==> config.mk <==
export PLATFORM = sky130hd
export DESIGN_NAME = scas_ram
export DESIGN_NICKNAME = d
export VERILOG_FILES = /design/src/sv/scas_ram.sv
export SDC_FILE = /design/constraint.sdc
export NUM_CORES = 1
export LEC_CHECK = 0
export BUFFER_PORTS_ARGS = -buffer_cell sky130_fd_sc_hd__buf_2
export CAP_MARGIN = 25
export CORE_MARGIN = 5
export CORE_UTILIZATION = 33
export CTS_CLUSTER_SIZE = 30
export DETAILED_ROUTE_END_ITERATION = 10
export GPL_TIMING_DRIVEN = 0
export PLACE_DENSITY = 0.47
export SLEW_MARGIN = 20
export SYNTH_ARGS = -nofsm -noshare
export SYNTH_HDL_FRONTEND = slang
export SYNTH_SLANG_ARGS = --single-unit
==> constraint.sdc <==
create_clock -name clk -period 5 [get_ports clk]
set_input_delay 0.75 -clock clk [delete_from_list [all_inputs] [get_ports clk]]
set_output_delay 0.75 -clock clk [all_outputs]
set_load 0.02 [all_outputs]
==> src/sv/scas_ram.sv <==
module scas_ram #(
    parameter int WIDTH = 8,
    parameter int DEPTH = 16
) (
    input  logic                     clk,
    input  logic                     we,
    input  logic [$clog2(DEPTH)-1:0] waddr,
    input  logic [WIDTH-1:0]         wdata,
    input  logic                     re,
    input  logic [$clog2(DEPTH)-1:0] raddr,
    output logic [WIDTH-1:0]         rdata
);

    logic [WIDTH-1:0] mem [DEPTH];

    // write port
    always_ff @(posedge clk)
    begin
        if (we)
        begin
            mem[waddr] <= wdata;
        end
    end

    // registered read port, holds its data between reads
    always_ff @(posedge clk)
    begin
        if (re)
        begin
            rdata <= mem[raddr];
        end
    end

endmodule

[After elaboration in Yosys (flattened, before gate mapping)]
Memories as Yosys holds them, arrays and structs flattened. A register that Yosys moved wholly into a read port is not among the register bits.
Cells that the tools add are included.
Cells by class
  magnitude comparators: 0
  add/subtract/negate cells: 0
  reductions and logical operators: 0
  multiplexer cells: 2
  multiply operators: 0
  equal/unequal tests: 0
  bitwise logic cells: 0
  shifts and indexed selects: 0
  divide/modulo/power cells: 0
Operators by type and width (number)
  1-bit two-way mux: 2
Word-level totals
  memories kept: 1
  latch bits: 0
  bits of input ports: 19
  ROM bits: 0
  RAM bits: 128
  word-level logic and storage cells: 3
  bits in registers: 0
Memories
  mem: words 16, width 8, rd ports 1, clocked after Yosys merged registers in 1, write ports 1, line 14  | logic [WIDTH-1:0] mem [DEPTH];

[Logic depth before layout (Yosys ltp)]
Gate-level depths: netlist of run 1.
  depth after elaboration: 2
  depth in mapped cells: 5
  depth with buffers taken out: 3

[Worst setup path before layout of run 1]
Ideal clock, no wire load.
  kind: input -> register
  start point: input waddr[2]
  end point: memory mem[0][0] (enable)
  arrival: 1860 ps
  path buffers: 0
  cell stages on the path: 2
  required time: 4617 ps
  library setup time: 383 ps
  setup slack: 2757 ps
  cell sequence: or3b_2 > nor3_1
RTL lines
  start: declaration: line 7  | input logic [$clog2(DEPTH)-1:0] waddr,
  end: declaration: line 14
No word-level cell before the write port.

[Final worst setup path of run 1]
  start point: input waddr[2]
  end point: memory mem[2][2] (enable)
No word-level cell before the write port.

==> out/metrics.yaml, run 1 <==
total_power_mw: 2.52
cpPeakStageDelay_ps: 690
period_share_pct: 41.1
utilization_pct: 39.2
period_needed_ps: 2060
drive_above_1_share_pct: 29.0
fill_cells: 1429
clock.fmax_mhz: 487
clk_latency_ps: 410
drt-wirelength-per-cell_um: 21.2
slew_headroom_pct: 41.3
final_max_slew_viol_count: 0
yosysWarnings: 0
initial_core_util_pct: 33.3
dieArea_um2: 18500
cp.required_ps: 5030
grt_overflow: 0
cpMaxStageDelayCell: "nor2_1"
p_int_mw: 2.00
synth-xor-area-share_pct: 0
grt_pass1_wl_um: 15800
postCtsSetupBuffers: 0
post_dp_cell_area_um2: 5640
drc: 0
wirelength_um: 10600
critPathKind: "in2reg"
coreArea_um2: 15700
io_buffers: 25
fin_area_um2: 6160
grt_setup_unrepaired: "no"
htreeDepth: 4
hpwlAfterDp_um: 6860
status: "finished, final reports clean"
vdd_drop_max_uv: 230
async_flop_share_pct: 0
critPathMaxFanout: 8
die_h_um: 136
chipWidth_um: 136
power_density_nw_per_um2: 409
synth.ff_latch_count: 136
clk_pin_slew_ps: 60
cts_sinks: 136
track_usage_pct: 12.5
power_leakage_nw: 2.01
fin_skew_ps: 7.53
clock_power_share_pct: 43.8
setup_viol: 0
fin_hold_ws_ps: 701
synthAdderAreaFrac_pct: 0
cts_tree: "done"
finalHoldViolCount: 0
vias: 2351
grt_max_degree: 17
antenna_found_initial: 0
worst_slew_pin_slew_ps: 878
synth_edf_count: 136
end_kind: "flop"
seq_area_frac_synth_pct: 78.1
synth-simple-area-share_pct: 3.14
p_sw_mw: 0.519
ys_types: 18
place_congestion: 0.670
ctsRootBufferMaster: "clkbuf_16"
row_count: 46
syn_nets: 248
netlist_area_um2: 5230
fin_cells: 502
ioPinCount: 27
insertedDiodeCount: 0
hold_buffers: 0
worstPathArrival_ps: 2090
drt_first_pass_iters: 4
synth.mux.area_fraction_pct: 14.8
cp-start-kind: "primary input"
tns_ps: 0
power_frac_seq_pct: 51.1
cts_made_buffers: 17
synth_flop_cell: "edfxtp_1"
ant_nets: 0
cp_cell_sequence: "buf_2, or3b_2, nor2_1"
pre_cts_slack_ps: 2500
regToRegSetupSlack_ps: 3370
placed_cells: 470
fin_nets: 292
synth_top_family_by_area: "multiplexers"
syn_to_final_growth_pct: 17.9
grt_pass1_vias: 2506
viasPerCell: 4.68
drtIter0Drc: 227
cap_viol_max_count: 0
post_cts_resize_count: 0
netSwitchingFraction_pct: 20.6
hold_class: "in2reg"
clockBufferDepth: 2
syn_avg_cell_area_um2: 22.8
synth-compound-area-share_pct: 2.30
path_buf_inv: 1
setup_ws_ps: 2940
cp_top_family: "simple AND/OR/NAND/NOR gates"
power.share.combinational_pct: 5.1
syn_inst: 229
-- path summary, 6_finish.rpt --
path,start,to,cells past startpoint
worst max register to register,mem[5][0]$_DFFE_PP_,rdata[0]$_DFFE_PP_,3
worst min register to register,mem[10][3]$_DFFE_PP_,rdata[3]$_DFFE_PP_,3
worst min-delay path,re,rdata[2]$_DFFE_PP_,1
worst max-delay path,waddr[2],mem[2][2]$_DFFE_PP_,3
-- cell usage in the layout, fill, tap and decap left out, types with 4 or more instances in the layout --
cell type / instances
edfxtp_1: 136
nand2_1: 9
mux4_1: 14
buf_2: 28
nor3_2: 4
nor2_1: 13
a22oi_1: 16
mux4_2: 18
clkinv_2: 5
clkinv_1: 4
clkbuf_16: 17
-- sequential cells by signal (all words and copies together), names as in the netlist --
register  cells
mem         128
rdata         8
-- Yosys cell counts, types with 2 or more instances --
| cell | number | area, µm² |
|---|---|---|
| buf_2 | 3 | 15.0 |
| mux4_2 | 18 | 405 |
| nand3b_1 | 2 | 15.0 |
| buf_6 | 3 | 33.8 |
| nor2_1 | 13 | 48.8 |
| nor3_1 | 4 | 20.0 |
| clkdlybuf4s25_2 | 3 | 30.0 |
| nand2_1 | 9 | 33.8 |
| a22oi_1 | 16 | 120 |
| mux4_1 | 14 | 368 |
| nand2b_1 | 2 | 12.5 |
| edfxtp_1 | 136 | 4080 |
-- power groups by stage --
stage	Clock (mW)	Combinational, mW	Sequential, mW
3_5_place_dp	0	0.133	1.31
4_1_cts	1.13	0.133	1.29
3_3_place_gp	0	0.130	1.31
2_1_floorplan	0	0.0648	1.32
6_report	1.11	0.129	1.29
5_1_grt	1.18	0.140	1.29
-- final cells by class --
cell class                 instances  area (µm²)  share of cell area [%]
clock inverter                    12        85.1                    1.38
clock buffer                      20         437                    7.08
buffer                            10        86.3                    1.40
tap                              216         270                    4.38
sequential                       136        4080                    66.2
timing repair buffer              25         125                    2.03
multi-input combinational         83        1080                    17.5
-- routing by layer --
layer  vias to the layer above  global-route usage, %  wire length, µm
li1                       1070                      -                -
met1                      1232                   17.2             5040
met2                        44                   18.6             5100
met3                         5                   3.81              402
met4                         0                   4.70               98
met5                         -                      0                0
-- cell families after synthesis --
group / after synthesis
buffers and inverters: 10
AND/OR/NAND/NOR: 35
AO/OA/AOI/OAI: 16
flip-flops: 136
multiplexers: 32
(Power assumes the default switching activity.)
==> run 2: changes to the inputs <==
--- a/config.mk
+++ b/config.mk
@@ -5,6 +5,7 @@
 export SDC_FILE = /design/constraint.sdc
 export NUM_CORES = 1
 export LEC_CHECK = 0
+export ABC_AREA = 1
 export BUFFER_PORTS_ARGS = -buffer_cell sky130_fd_sc_hd__buf_2
 export CAP_MARGIN = 25
 export CORE_MARGIN = 5
==> constraint.sdc (replaced) <==
create_clock -name clk -period 2.1 [get_ports clk]
set_input_delay 0.315 -clock clk [delete_from_list [all_inputs] [get_ports clk]]
set_output_delay 0.315 -clock clk [all_outputs]
set_load 0.02 [all_outputs]
==> out/metrics.yaml, run 2 <==
period_needed_ps: 1480
syn_to_final_growth_pct: 17.7
power.share.combinational_pct: 6.2
grt_pass1_vias: 3690
vdd_drop_max_uv: 568
status: "finished, final reports clean"
multi_input_area_um2: 1210
pre_cts_slack_ps: 171
coreArea_um2: 17400
p_int_mw: 5.27
cts_made_buffers: 17
viasPerCell: 4.57
drive_above_1_share_pct: 12.9
total_power_mw: 6.69
slew_headroom_pct: 32.0
fin_skew_ps: 2.79
end_kind: "flop"
row_count: 48
seq_area_frac_synth_pct: 69.8
synth_flop_cell: "edfxtp_1"
clk_latency_ps: 410
ys_types: 11
final_max_slew_viol_count: 0
ant_nets: 0
period_share_pct: 70.4
synth_top_cells_by_area: "edfxtp_1 (70%), nand2_1 (11%), nand3_1 (8.3%)"
largest_reg_flops: 128
critPathKind: "in2reg"
clk_pin_slew_ps: 60
clock.fmax_mhz: 676
setup_viol: 0
async_flop_share_pct: 0
ctsRootBufferMaster: "clkbuf_16"
io_buffers: 23
wirelength_um: 15000
setup_ws_ps: 622
antenna_found_initial: 0
layout_common_cells: "nand2_1 (173), edfxtp_1 (136), inv_1 (100)"
synth_edf_count: 136
synth.top_cell.area_share_pct: 69.8
placed_cells: 799
synth.ff_latch_count: 136
syn_inst: 551
hold_buffers: 0
cp-start-kind: "primary input"
cts_sinks: 136
critPathMaxFanout: 8
fin_hold_ws_ps: 245
grt_max_degree: 17
dieArea_um2: 20500
place_congestion: 0.798
post_cts_resize_count: 0
hold_class: "in2reg"
drt-wirelength-per-cell_um: 18.0
syn_nets: 570
netSwitchingFraction_pct: 21.3
reg_top3: "mem (128), rdata (8)"
clock_power_share_pct: 47.9
htreeDepth: 4
finalHoldViolCount: 0
postCtsSetupBuffers: 0
vias: 3800
worst_slew_pin_slew_ps: 1020
p_sw_mw: 1.42
initial_core_util_pct: 33.7
fill_cells: 1688
layout_commonest_cell: "nand2_1"
cp.required_ps: 2140
drtIter0Drc: 301
grt_setup_unrepaired: "no"
seqCellArea_um2: 4080
drt_first_pass_iters: 5
grt_overflow: 0
chipWidth_um: 143
cts_tree: "done"
utilization_pct: 39.7
syn_avg_cell_area_um2: 10.6
synth.most_common_cell: "nand2_1"
power_density_nw_per_um2: 972
cap_viol_max_count: 0
track_usage_pct: 15.5
ioPinCount: 27
yosysWarnings: 0
fin_area_um2: 6880
netlist_area_um2: 5850
fin_nets: 613
hpwlAfterDp_um: 9930
power_leakage_nw: 2.93
grt_pass1_wl_um: 22800
insertedDiodeCount: 0
drc: 0
worstPathArrival_ps: 1510
synth_commonest_cells: "nand2_1 (173), edfxtp_1 (136), inv_1 (100)"
regMostFlops: "mem"
power_frac_seq_pct: 45.9
synth.largest_area_cell: "edfxtp_1"
tns_ps: 0
fin_cells: 832
post_dp_cell_area_um2: 6240
clockBufferDepth: 2
die_h_um: 143
[run 2: metal layers]
metal	up-vias	share of wire (%)	GRT usage, %	wire length (µm)
met5	-	0	0	0
met4	0	1.6	4.95	238
met3	15	5.1	3.85	772
met2	102	46	24.3	6980
met1	1812	47	21.3	7030
li1	1871	-	-	-
[run 2: path summary, 6_finish.rpt]
path,start,to,slack (ps),cells past startpoint
worst max-delay path,waddr[3],mem[4][1]$_DFFE_PP_,620,3
worst min-delay path,re,rdata[2]$_DFFE_PP_,250,1
worst max register to register,mem[0][1]$_DFFE_PP_,rdata[1]$_DFFE_PP_,910,6
worst min register to register,mem[12][5]$_DFFE_PP_,rdata[5]$_DFFE_PP_,760,6
[run 2: kinds of logic after synthesis]
group                  count (synthesis)  synth area share, %
buffers and inverters                126                 9.39
AND/OR/NAND/NOR                      289                 20.8
flip-flops                           136                 69.8
[run 2: power by group through the flow]
stage               Clock (mW)  Combinational, mW  Sequential (mW)
floorplan                    0              0.214             3.15
global placement             0              0.412             3.13
detailed placement           0              0.415             3.13
CTS                       3.25              0.417             3.07
global route              3.39              0.457             3.08
finish                    3.20              0.411             3.07
[run 2: final cells by class]
type | count | area share (%)
Clock buffer | 18 | 6.23
Tap cell | 225 | 4.09
Clock inverter | 14 | 2.96
Multi-Input combinational cell | 289 | 17.6
Sequential cell | 136 | 59.3
Inverter | 102 | 5.56
Buffer | 24 | 2.42
Timing Repair Buffer | 24 | 1.78
[run 2: critical path, stage by stage]
cell	delay [ps]
buf_2	120
nand3b_1	260
nor2_1	810
