### config.mk
export PLATFORM = sky130hd
export DESIGN_NAME = scas_sqrt
export DESIGN_NICKNAME = d
export VERILOG_FILES = /design/src/sv/scas_pkg.sv /design/src/sv/scas_sqrt.sv
export SDC_FILE = /design/constraint.sdc
export NUM_CORES = 1
export LEC_CHECK = 0
export BUFFER_PORTS_ARGS = -buffer_cell sky130_fd_sc_hd__buf_4
export CAP_MARGIN = 40
export CELL_PAD_IN_SITES_DETAIL_PLACEMENT = 0
export CELL_PAD_IN_SITES_GLOBAL_PLACEMENT = 1
export CORE_AREA = 5 5 134 136
export DETAILED_ROUTE_END_ITERATION = 10
export DIE_AREA = 0 0 139 141
export GPL_TIMING_DRIVEN = 0
export PLACE_DENSITY = 0.45
export SYNTH_ARGS = -nofsm -noshare
export SYNTH_HDL_FRONTEND = slang
export SYNTH_SLANG_ARGS = --single-unit
### constraint.sdc
create_clock -name clk -period 2.8 [get_ports clk]
set_input_delay 0.56 -clock clk [delete_from_list [all_inputs] [get_ports clk]]
set_output_delay 0.56 -clock clk [all_outputs]
set_load 0.05 [all_outputs]
### src/sv/scas_pkg.sv
package scas_pkg;

    // column store geometry
    localparam int MAX_COLUMNS = 1024;
    localparam int ADDR_W      = $clog2(MAX_COLUMNS);
    localparam int COL_W       = 10;

    // data widths
    localparam int PART_W = 16;
    localparam int SQ_W   = 2 * PART_W;
    localparam int ROOT_W = SQ_W / 2;
    localparam int SUM_W  = 40;

    localparam logic [SUM_W-1:0]  SUM_MAX = {SUM_W{1'b1}};
    localparam logic [ROOT_W-1:0] ONE_Q14 = ROOT_W'(16384);

    // root unit iteration count
    localparam int SQRT_STEPS = ROOT_W;
    localparam int STEP_W     = $clog2(SQRT_STEPS);

    // operation codes
    localparam logic OP_ADD  = 1'b0;
    localparam logic OP_READ = 1'b1;

    // request to the root unit
    typedef struct packed {
        logic            start;
        logic [SQ_W-1:0] radicand;
    } sqrt_req_t;

    // answer from the root unit
    typedef struct packed {
        logic              done;
        logic [ROOT_W-1:0] root;
    } sqrt_rsp_t;

endpackage

### src/sv/scas_sqrt.sv
module scas_sqrt (
    input  logic                clk,
    input  logic                rst_n,
    input  scas_pkg::sqrt_req_t req,
    output scas_pkg::sqrt_rsp_t rsp
);

    localparam int REM_W = scas_pkg::ROOT_W + 2;
    localparam int SH_W  = REM_W + 2;

    logic                          running_reg, running_next;
    logic                          done_reg, done_next;
    logic [scas_pkg::STEP_W-1:0]   cnt_reg, cnt_next;
    logic [scas_pkg::SQ_W-1:0]     x_reg, x_next;
    logic [REM_W-1:0]              rem_reg, rem_next;
    logic [scas_pkg::ROOT_W-1:0]   root_reg, root_next;
    logic [SH_W-1:0]               rem_sh;
    logic [SH_W-1:0]               trial;

    // one root bit per cycle, restoring digit recurrence
    assign rem_sh = {rem_reg, x_reg[scas_pkg::SQ_W-1 -: 2]};
    assign trial  = {2'b00, root_reg, 2'b01};

    always_comb
    begin
        running_next = running_reg;
        done_next    = 1'b0;
        cnt_next     = cnt_reg;
        x_next       = x_reg;
        rem_next     = rem_reg;
        root_next    = root_reg;
        if (req.start)
        begin
            running_next = 1'b1;
            cnt_next     = '0;
            x_next       = req.radicand;
            rem_next     = '0;
            root_next    = '0;
        end
        else if (running_reg)
        begin
            x_next = {x_reg[scas_pkg::SQ_W-3:0], 2'b00};
            if (rem_sh >= trial)
            begin
                rem_next  = REM_W'(rem_sh - trial);
                root_next = {root_reg[scas_pkg::ROOT_W-2:0], 1'b1};
            end
            else
            begin
                rem_next  = REM_W'(rem_sh);
                root_next = {root_reg[scas_pkg::ROOT_W-2:0], 1'b0};
            end
            cnt_next = cnt_reg + 1'b1;
            if (cnt_reg == scas_pkg::STEP_W'(scas_pkg::SQRT_STEPS - 1))
            begin
                running_next = 1'b0;
                done_next    = 1'b1;
            end
        end
    end

    // control state
    always_ff @(posedge clk or negedge rst_n)
    begin
        if (!rst_n)
        begin
            running_reg <= 1'b0;
            done_reg    <= 1'b0;
        end
        else
        begin
            running_reg <= running_next;
            done_reg    <= done_next;
        end
    end

    // datapath
    always_ff @(posedge clk)
    begin
        cnt_reg  <= cnt_next;
        x_reg    <= x_next;
        rem_reg  <= rem_next;
        root_reg <= root_next;
    end

    assign rsp.done = done_reg;
    assign rsp.root = root_reg;

endmodule

[Word level (Yosys, flattened, before mapping)]
Index checks and enable logic that the tools add are counted.
W data, S select, Z words.
Storage, ports and cells
  flip-flop bits (word level): 72
  bits of input ports: 35
  output and inout bits: 17
  logic and storage cells: 21
Operators by class
  add/subtract/negate cells: 2
  order comparisons: 1
  eq/ne operators: 1
  multiplexer cells: 10
  reductions and logical operators: 1
Operator list (count)
  $mux W32: 2
  $ge A20 B18 Y1: 1
  $mux W18: 1
  $sub A18 B18 Y18: 1
  $mux W1: 7
  $add A4 B1 Y4 const B: 1
  $eq A4 B4 Y1 const B: 1
  $reduce_bool A2 Y1: 1

[Logic depth before layout (Yosys ltp)]
Gate-level depths: netlist (run 1).
  word-level depth: 4
  gate-level depth with buffers: 10
  depth with buffers taken out: 8

[Worst setup path after synthesis (run 1)]
No wires, ideal clock.
  kind: register to register
  from: reg root_reg[3] in the netlist's numbering
  to: reg rem_reg[7]
  library setup time: 115 ps
  arrival time: 2510 ps
  data required time: 2685 ps
  slack: 176 ps
  stages on the path, launching flop included: 10
  buffers on the path: 1
  clock period less this slack: 2624 ps
  cell sequence: dfxtp_1 -> inv_1 -> ha_1 -> a21oi_2 -> o21ai_2 -> a2111oi_4 -> a21o_2 -> buf_4 -> nand2_1 -> o21a_1
On the way
  cells in the longest elaborated chain, start to end: 2
  elaborated cells between the ends (all ways): 3
  those cells by class: 1 x add/sub; 1 x order compare; 1 x mux
RTL lines
  start, declared: line scas_sqrt.sv:16  | logic [scas_pkg::ROOT_W-1:0] root_reg, root_next;
  start signal, assigned: line scas_sqrt.sv:83  | root_reg <= root_next;
  $sub A18 B18 Y18 / $ge A20 B18 Y1 (equally long branches): line scas_sqrt.sv:45, scas_sqrt.sv:43
  $mux W18 *: line scas_sqrt.sv:43  | if (rem_sh >= trial)
  end signal, assigned: line scas_sqrt.sv:82  | rem_reg <= rem_next;
  end, declared: line scas_sqrt.sv:15  | logic [REM_W-1:0] rem_reg, rem_next;
Mark *: on every way between the ends. The rest lies on a longest branch, timed or not.
A chain may end at the register's enable or synchronous reset.

[Worst setup path in the final report (run 1)]
  from: reg root_reg[11] in the netlist's numbering
  to: reg rem_reg[6]
On the way
  cells in the longest elaborated chain, start to end: 2
RTL lines (line)
  $ge A20 B18 Y1: scas_sqrt.sv:43
  $mux W18: scas_sqrt.sv:43
No other way between the ends.

==> results of run 1 <==
==> layer usage <==
layer / share of wire / vias up
met1: 0.47 / 1455
met4: 0.017 / 0
met5: 0 / -
met3: 0.047 / 15
met2: 0.46 / 61
li1: - / 1577
==> cell usage after synthesis, types with 4 or more instances <==
cell	count	area share
nand3_1	9	0.011
dfxtp_1	38	0.19
o21ai_1	9	0.011
nand4_1	4	0.0062
edfxtp_1	32	0.24
a32oi_1	5	0.011
o21ai_0	7	0.0087
nand2_1	24	0.022
a311oi_1	7	0.015
nor2_1	46	0.043
nor3_1	4	0.0049
a21oi_1	15	0.019
xnor2_1	8	0.017
buf_1	5	0.0046
clkbuf_1	8	0.0074
mux2i_1	17	0.042
mux2_2	30	0.083
o21a_1	7	0.013
xor2_1	5	0.011
ha_1	19	0.059
inv_1	22	0.020
nand2b_1	5	0.0077
a211oi_1	9	0.017
or3_1	5	0.0077
==> final cells by class <==
class / count / area [µm²] / share of cell area
Buffer: 19 / 92.6 / 0.0181
Clock inverter: 4 / 51.3 / 0.0100
Clock buffer: 12 / 268 / 0.0523
Timing Repair Buffer: 57 / 458 / 0.0895
Tap cell: 225 / 282 / 0.0550
Sequential cell: 72 / 1770 / 0.346
Multi-Input combinational cell: 279 / 2110 / 0.413
Inverter: 22 / 82.6 / 0.0161
==> through the flow <==
stage	cells	cell area, µm²	total power, W	worst slack, ps	hold WS, ps
after floorplan	392	4050	0.00336	176	264
after global placement	668	4710	0.00402	-99.2	343
after detailed placement	670	4750	0.00401	-79.9	345
after CTS	687	5090	0.00528	5.71	498
after global routing	690	5120	0.00568	8.35	510
final	690	5120	0.00529	143	503
==> worst paths after layout <==
kind                               from          end  slack [ps]  cells after the start
min                          rem_reg[0]   rem_reg[2]         500                      2
max                        root_reg[11]   rem_reg[6]         140                      9
max in group asynchronous         rst_n  running_reg        2160                      2
min in group asynchronous         rst_n     done_reg         550                      2
min reg2reg                  rem_reg[0]   rem_reg[2]         500                      2
max reg2reg                root_reg[11]   rem_reg[6]         140                      9
==> worst max-delay path, stage by stage (launching register included) <==
cell and delay (ps):
dfxtp_1 370, inv_1 80, ha_1 400, a211oi_1 260
o21bai_1 230, o41ai_4 480, a21o_2 260, buf_4 220
nand3b_1 90, o211a_1 160
==> report_power, final <==
part / internal [W] / switching, W / total [W]
logic: 0.00113 / 0.00154 / 0.00268
registers: 0.00127 / 0.000127 / 0.00140
clock network: 0.000769 / 0.000443 / 0.00121
total: 0.00317 / 0.00212 / 0.00529
==> cell families after synthesis <==
logic type                 Yosys count  synth area share
and+or+nand+nor                    115             0.140
AOI/OAI and AO/OA                   85             0.166
DFF                                 72             0.438
muxes                               47             0.126
buffers and inverters               41            0.0433
adders and majority gates           19            0.0587
xor gates and xnor gates            13            0.0281
==> repair_timing <==
item / 4_1_cts / 5_1_grt
pin swaps: 1 / 2
endpoints found under the hold margin: 2 / 0
endpoints found under the setup margin: 15 / 14
hold buffers: 1 / 0
gates resized for setup: 1 / 2
buffers inserted: 0 / 3
==> impl_metrics.tcl, run 1 <==
set metrics [dict create \
    final_layout_size_suffix_gt1_frac 0.265 \
    finalClockSkew_ps 5.19 \
    tns_ps 0 \
    wl_per_cell_um 16.5 \
    p_leak_nw 2.08 \
    clk_latency_ps 330 \
    pwr_density_cell_nw_per_um2 1030 \
    synth_area_um2 4050 \
    layout_commonest_cell "buf_4" \
    die_area_um2 19600 \
    crit_path_start_kind "register" \
    grt_usage 0.119 \
    root_buffer "clkbuf_16" \
    drc 0 \
    crit_type "register to register" \
    grt_start_max_net_pins 21 \
    outcome "finished clean" \
    place.gp.congestion 0.793 \
    use_met3 0.0319 \
    floorplan.die.width_um 139 \
    cts-buffers-inserted 9 \
    grt.overflow.total 0 \
    use_met2 0.193 \
    hpwl_um 8770 \
    setup_viol 0 \
    worstHoldPathType "register to register" \
    coreArea_um2 16800 \
    fill_cells 1779 \
    netlist_instances 392 \
    cts.htree.levels 3 \
    ys.flop_type "dfxtp_1" \
    finish.net_count 514 \
    numPortBuffers 51 \
    drtAntennaViolNets 0 \
    syn_area_per_cell_um2 10.3 \
    grt-busiest-layer "met2" \
    ir_worst_vdd_mv 0.337 \
    worst_pin_slew_ps 825 \
    largest_reg_flops 32 \
    viasPerCell 4.50 \
    synth_edf_count 32 \
    synthToLayoutAreaGrowth_pct 26.5 \
    fmax_ghz 0.376 \
    rows 48 \
    grt_pass1_wl_um 18400 \
    yosysUniqueCellTypes 59 \
    worstPathArrival_ps 2880 \
    finalCritPeriodShare 0.949 \
    synth_warnings 0 \
    synth-async-reset-ratio 0.0278 \
    clkSinkCount 72 \
    ios 52 \
    initial_utilization 0.241 \
    dieHeight_um 141 \
    final_util 0.304 \
    max_cap_viol_count 0 \
    clkTransAtPathRegs_ps 60 \
    cts_tree "built" \
    rsz0062_at_grt "no" \
    synth_nets 446 \
    maxSlewViolCount 0 \
    maxSlewHeadroom 0.450 \
    first_global_vias 3303 \
    cts_buffer_depth 2 \
    first_pass_iters 4 \
    diodes 0 \
    end_kind "register" \
    vias 3108 \
    synth_seq_area_share 0.438 \
    cp_max_fo 10 \
    met1_usage 0.154 \
    antenna_found_initial 0 \
    wl_um 11400 \
    ys_ff_latch 72 \
    first_iter_violations 251 \
    cp.required_ps 3020 \
    final_cell_mix "57 x buf_4, 46 x nor2_1, 37 x dfxtp_1" \
    hold_violations 0 \
    finalCriticalPeriod_ps 2660 \
]
Power figures use the tool's default switching activity.
==> inputs of run 2 (changes only) <==
==> constraint.sdc (replaced) <==
create_clock -name clk -period 2.9 [get_ports clk]
set_input_delay 0.58 -clock clk [delete_from_list [all_inputs] [get_ports clk]]
set_output_delay 0.58 -clock clk [all_outputs]
set_load 0.05 [all_outputs]
==> run 2 against run 1 <==
Maximum frequency fell by 0.36%. Clock power fell by 3%. Sequential cell count did not move. Utilization fell by 0.15 points. Via count fell by 0.39%. Largest power group unchanged. Clock skew barely moved. Total power fell by 3.7%. Critical path depth did not move. Combinational power fell by 4%.
==> impl_metrics.tcl, run 2 (same netlist as run 1, synthesis figures left out) <==
set metrics [dict create \
    outcome "finished clean" \
    crit_start "root_reg[11]" \
    wl_per_cell_um 16.6 \
    cts.htree.levels 3 \
    drtAntennaViolNets 0 \
    met1Wirelength_um 5460 \
    cts_buffer_depth 2 \
    coreArea_um2 16800 \
    final_cell_count_no_fill 688 \
    p_leak_nw 2.07 \
    ios 52 \
    finalCriticalPeriod_ps 2670 \
    grt_start_max_net_pins 21 \
    max_cap_viol_count 0 \
    rows 48 \
    power.total_w 0.00509 \
    dieHeight_um 141 \
    worst_pin_slew_ps 839 \
    regArea_um2 1770 \
    vias 3096 \
    r2r-start "root_reg[11]" \
    hpwl_um 8770 \
    wl_met2_um 5260 \
    cts_hold_buf 0 \
    antenna_found_initial 0 \
    fmax_ghz 0.375 \
    grt_pass1_wl_um 18400 \
    cts_tree "built" \
    worstPathArrival_ps 2890 \
    grt.overflow.total 0 \
    multiInputGateArea_um2 2110 \
    finalCritPeriodShare 0.920 \
    floorplan.die.width_um 139 \
    crit_path_start_kind "register" \
    drc 0 \
    hold_violations 0 \
    largest_reg_flops 32 \
    maxSlewViolCount 0 \
    clkTransAtPathRegs_ps 60 \
    pwr_density_cell_nw_per_um2 999 \
    first_pass_iters 4 \
    finish.net_count 512 \
    numPortBuffers 51 \
    worstHoldPathType "input port to async pin" \
    diodes 0 \
    clk_latency_ps 330 \
    fill_cells 1781 \
    crit_type "register to register" \
    root_buffer "clkbuf_16" \
    cp.required_ps 3120 \
    tns_ps 0 \
    die_area_um2 19600 \
    rsz0062_at_grt "no" \
    viasPerCell 4.50 \
    end_kind "register" \
    finalClockSkew_ps 5.68 \
    synthToLayoutAreaGrowth_pct 25.8 \
    first_global_vias 3301 \
    first_iter_violations 221 \
    final_cell_mix "56 x buf_4, 46 x nor2_1, 38 x dfxtp_1" \
    wl_um 11400 \
    initial_utilization 0.241 \
    route.met3.wl_um 533 \
    grt_usage 0.119 \
    cts-buffers-inserted 9 \
    highest_layer "met4" \
    post-place-cells 670 \
    cp_max_fo 10 \
    final_area_um2 5090 \
    ir_worst_vdd_mv 0.325 \
    final_layout_size_suffix_gt1_frac 0.261 \
    placedInstanceArea_um2 4750 \
    clkSinkCount 72 \
    setup_viol 0 \
    place.gp.congestion 0.793 \
    maxSlewHeadroom 0.441 \
    layout_commonest_cell "buf_4" \
]
-- run 2: metrics by stage --
stage / util / hold WS (ps) / worst slack, ps
floorplan: - / 284 / 276
global placement: 0.280 / 363 / 0.785
detailed placement: 0.283 / 365 / 20.1
CTS: 0.302 / 5.57 / 59.8
global route: 0.303 / 4.99 / 23.5
finish: 0.303 / 22.3 / 233
-- run 2: worst paths after layout --
kind                               end  slack [ps]  depth (start not counted)
max in group asynchronous  running_reg        2790                          1
setup reg to reg            rem_reg[7]         230                          9
hold / removal                done_reg          20                          1
hold reg to reg             rem_reg[2]         510                          2
min in group clk            rem_reg[2]         510                          2
setup / recovery            rem_reg[7]         230                          9
-- run 2: layout make-up --
class,instances,share of cell area
plain buffers,19,0.0182
clock buffers,12,0.0526
clock inverters,4,0.0101
inverters,22,0.0162
multi-input cells,279,0.413
flip-flops and latches,72,0.348
well taps,225,0.0553
repair buffers,55,0.0865
-- run 2: worst max-delay path: stages (launching register included) --
cell	delay, ps
dfxtp_1	370
inv_1	80
ha_1	400
a211oi_1	260
o21bai_1	230
o41ai_4	480
a21o_2	270
buf_4	220
nand2_1	70
o21a_1	190
-- run 2: report_power, final --
group,total [W],switching [W],internal (W)
registers,0.00135,0.000122,0.00123
clock network,0.00117,0.000430,0.000742
logic,0.00257,0.00149,0.00108
total,0.00509,0.00204,0.00305
-- run 2: per-layer routing --
layer | vias to the layer above | GRT usage
met5 | - | 0
met4 | 0 | 0.0381
met3 | 13 | 0.0319
met2 | 58 | 0.193
met1 | 1450 | 0.154
li1 | 1575 | -
-- run 2: repair_timing --
action                                  CTS  global route
pin swaps                                 0             1
endpoints found under the setup margin    4             8
gates resized for setup                   1             0
setup buffers                             0             2
==> inputs of run 3 (changes only) <==
--- a/config.mk
+++ b/config.mk
@@ -10,6 +10,7 @@
 export CELL_PAD_IN_SITES_DETAIL_PLACEMENT = 0
 export CELL_PAD_IN_SITES_GLOBAL_PLACEMENT = 1
 export CORE_AREA = 5 5 134 136
+export CTS_BUF_LIST = sky130_fd_sc_hd__clkbuf_4
 export DETAILED_ROUTE_END_ITERATION = 10
 export DIE_AREA = 0 0 139 141
 export GPL_TIMING_DRIVEN = 0
==> run 3 against run 2 <==
Clock power fell by 37%. Worst setup slack lost 8.7 ps. Hold slack improved by 400 ps. Non-clock buffer count rose by 1. Highest routed layer unchanged. Sequential share of layout area up 1.0 points. Sequential cell count did not move. Final cell count up 0.15%. Clock skew grew 14 ps. Largest power group unchanged. Critical endpoint is now rem_reg[13]. Critical path depth increased by 1.
==> impl_metrics.tcl, run 3 (same netlist as run 1, synthesis figures left out) <==
set metrics [dict create \
    ios 52 \
    first_iter_violations 204 \
    diodes 0 \
    synthToLayoutAreaGrowth_pct 22.2 \
    worstPathArrival_ps 2990 \
    hold_violations 0 \
    crit_chain "inv_1 -> ha_1 -> buf_4 -> nand4_1 -> nor3_2 -> nor4_4 -> a21o_2 -> buf_4 -> a32oi_1 -> o21ai_1" \
    cp_max_fo 10 \
    r2r-start "root_reg[7]" \
    worst_pin_slew_ps 829 \
    crit_path_start_kind "register" \
    pwr-share-comb 0.552 \
    rows 48 \
    clkTransAtPathRegs_ps 140 \
    first_global_vias 3299 \
    p_leak_nw 2.00 \
    finish.net_count 513 \
    max_cap_viol_count 0 \
    cts_buffer_depth 2 \
    final_cell_mix "56 x buf_4, 46 x nor2_1, 38 x dfxtp_1" \
    seq_power_share 0.289 \
    grt_usage 0.120 \
    clk_latency_ps 430 \
    viasPerCell 4.54 \
    vias 3129 \
    hpwl_um 8770 \
    min_path_cells 2 \
    grt_start_max_net_pins 21 \
    initial_utilization 0.241 \
    place.gp.congestion 0.793 \
    power.net_switching_w 0.00200 \
    antenna_found_initial 0 \
    first_pass_iters 4 \
    regArea_um2 1770 \
    final_util 0.294 \
    finalClockSkew_ps 19.9 \
    final_cell_count_no_fill 689 \
    drtAntennaViolNets 0 \
    outcome "finished clean" \
    setup_viol 0 \
    tns_ps 0 \
    pwr_density_cell_nw_per_um2 943 \
    largest_reg_flops 32 \
    cts.htree.levels 3 \
    maxSlewHeadroom 0.447 \
    critPathTopFamily "simple AND/OR/NAND/NOR gates" \
    finalCritPeriodShare 0.922 \
    crit_type "register to register" \
    rsz0062_at_grt "no" \
    fill_cells 1798 \
    reg2regPathDepth 10 \
    grt.overflow.total 0 \
    wl_per_cell_um 16.7 \
    post-place-cells 670 \
    ir_worst_vdd_mv 0.277 \
    placedInstanceArea_um2 4750 \
    root_buffer "clkbuf_4" \
    timing.hold.ws_ps 422 \
    cts_tree "built" \
    die_area_um2 19600 \
    min_from "req[0]" \
    finalCriticalPeriod_ps 2680 \
    fmax_ghz 0.374 \
    cp_common_cell "buf_4" \
    holdPathEnd "x_reg[0]" \
    floorplan.die.width_um 139 \
    p_clk_frac 0.159 \
    path_buf_inv 3 \
    worstReg2RegEnd "rem_reg[13]" \
    dieHeight_um 141 \
    rrSetupSlack_ps 220 \
    worstHoldPathType "input port to register" \
    end_kind "register" \
    grt_pass1_wl_um 18500 \
    layout_commonest_cell "buf_4" \
    maxSlewViolCount 0 \
    slowest_stage "dfxtp_1" \
    internal-power_w 0.00266 \
    slowest_delay_ps 470 \
    drc 0 \
    cp.required_ps 3220 \
    clkSinkCount 72 \
    p_sw_frac 0.429 \
    multiInputGateArea_um2 2110 \
    numPortBuffers 51 \
    cts-buffers-inserted 9 \
    wl_um 11500 \
    final_layout_size_suffix_gt1_frac 0.261 \
    coreArea_um2 16800 \
    final_area_um2 4940 \
]
run 3: changes by cell type in the layout (fill, tap and decap cells not counted), sizes merged:
| cell | delta |
|---|---|
| clkinv | +1 |
| bufinv | +1 |
| clkbuf | -2 |
| dlygate4sd3 | +1 |
run 3: final cells by class:
| type | count | area share |
|---|---|---|
| multi-input combinational | 279 | 0.426 |
| sequential | 72 | 0.358 |
| timing repair buffer | 56 | 0.0911 |
| tap | 225 | 0.0569 |
| buffer | 19 | 0.0187 |
| clock inverter | 6 | 0.0172 |
| inverter | 22 | 0.0167 |
| clock buffer | 10 | 0.0152 |
run 3: power groups by stage:
| stage | sequential [W] | clock [W] | combinational (W) |
|---|---|---|---|
| floorplan | 0.00137 | 0 | 0.00187 |
| global placement | 0.00137 | 0 | 0.00251 |
| detailed placement | 0.00137 | 0 | 0.00250 |
| CTS | 0.00135 | 0.000778 | 0.00253 |
| global route | 0.00137 | 0.000822 | 0.00283 |
| finish | 0.00135 | 0.000741 | 0.00257 |
run 3: layer usage:
| metal | GRT usage | routed length, µm | up-vias |
|---|---|---|---|
| li1 | - | - | 1580 |
| met1 | 0.156 | 5520 | 1481 |
| met2 | 0.193 | 5310 | 57 |
| met3 | 0.0343 | 532 | 11 |
| met4 | 0.0381 | 160 | 0 |
| met5 | 0 | 0 | - |
run 3: worst max path at each step:
stage,from,end,slack [ps],cells past startpoint
after floorplan,root_reg[3],rem_reg[7],280,9
after global placement,root_reg[7],rem_reg[6],0.8,10
after detailed placement,root_reg[7],rem_reg[6],20,10
after CTS,root_reg[7],rem_reg[7],60,10
after global routing,root_reg[7],rem_reg[10],10,10
final,root_reg[7],rem_reg[13],220,10
run 3: what timing repair did:
action                                 CTS  global route
buffers inserted                         0             2
resized for setup                        1             0
setup endpoints to repair                6             8
gates cloned                             0             0
pin swaps                                0             1
endpoints found under the hold margin    2             0
hold buffers                             1             0
run 3: through the flow:
stage	setup WS (ps)	power, W
4_1_cts	56.0	0.00465
3_5_place_dp	20.1	0.00387
2_1_floorplan	276	0.00324
5_1_grt	11.1	0.00503
6_report	225	0.00466
3_3_place_gp	0.785	0.00388
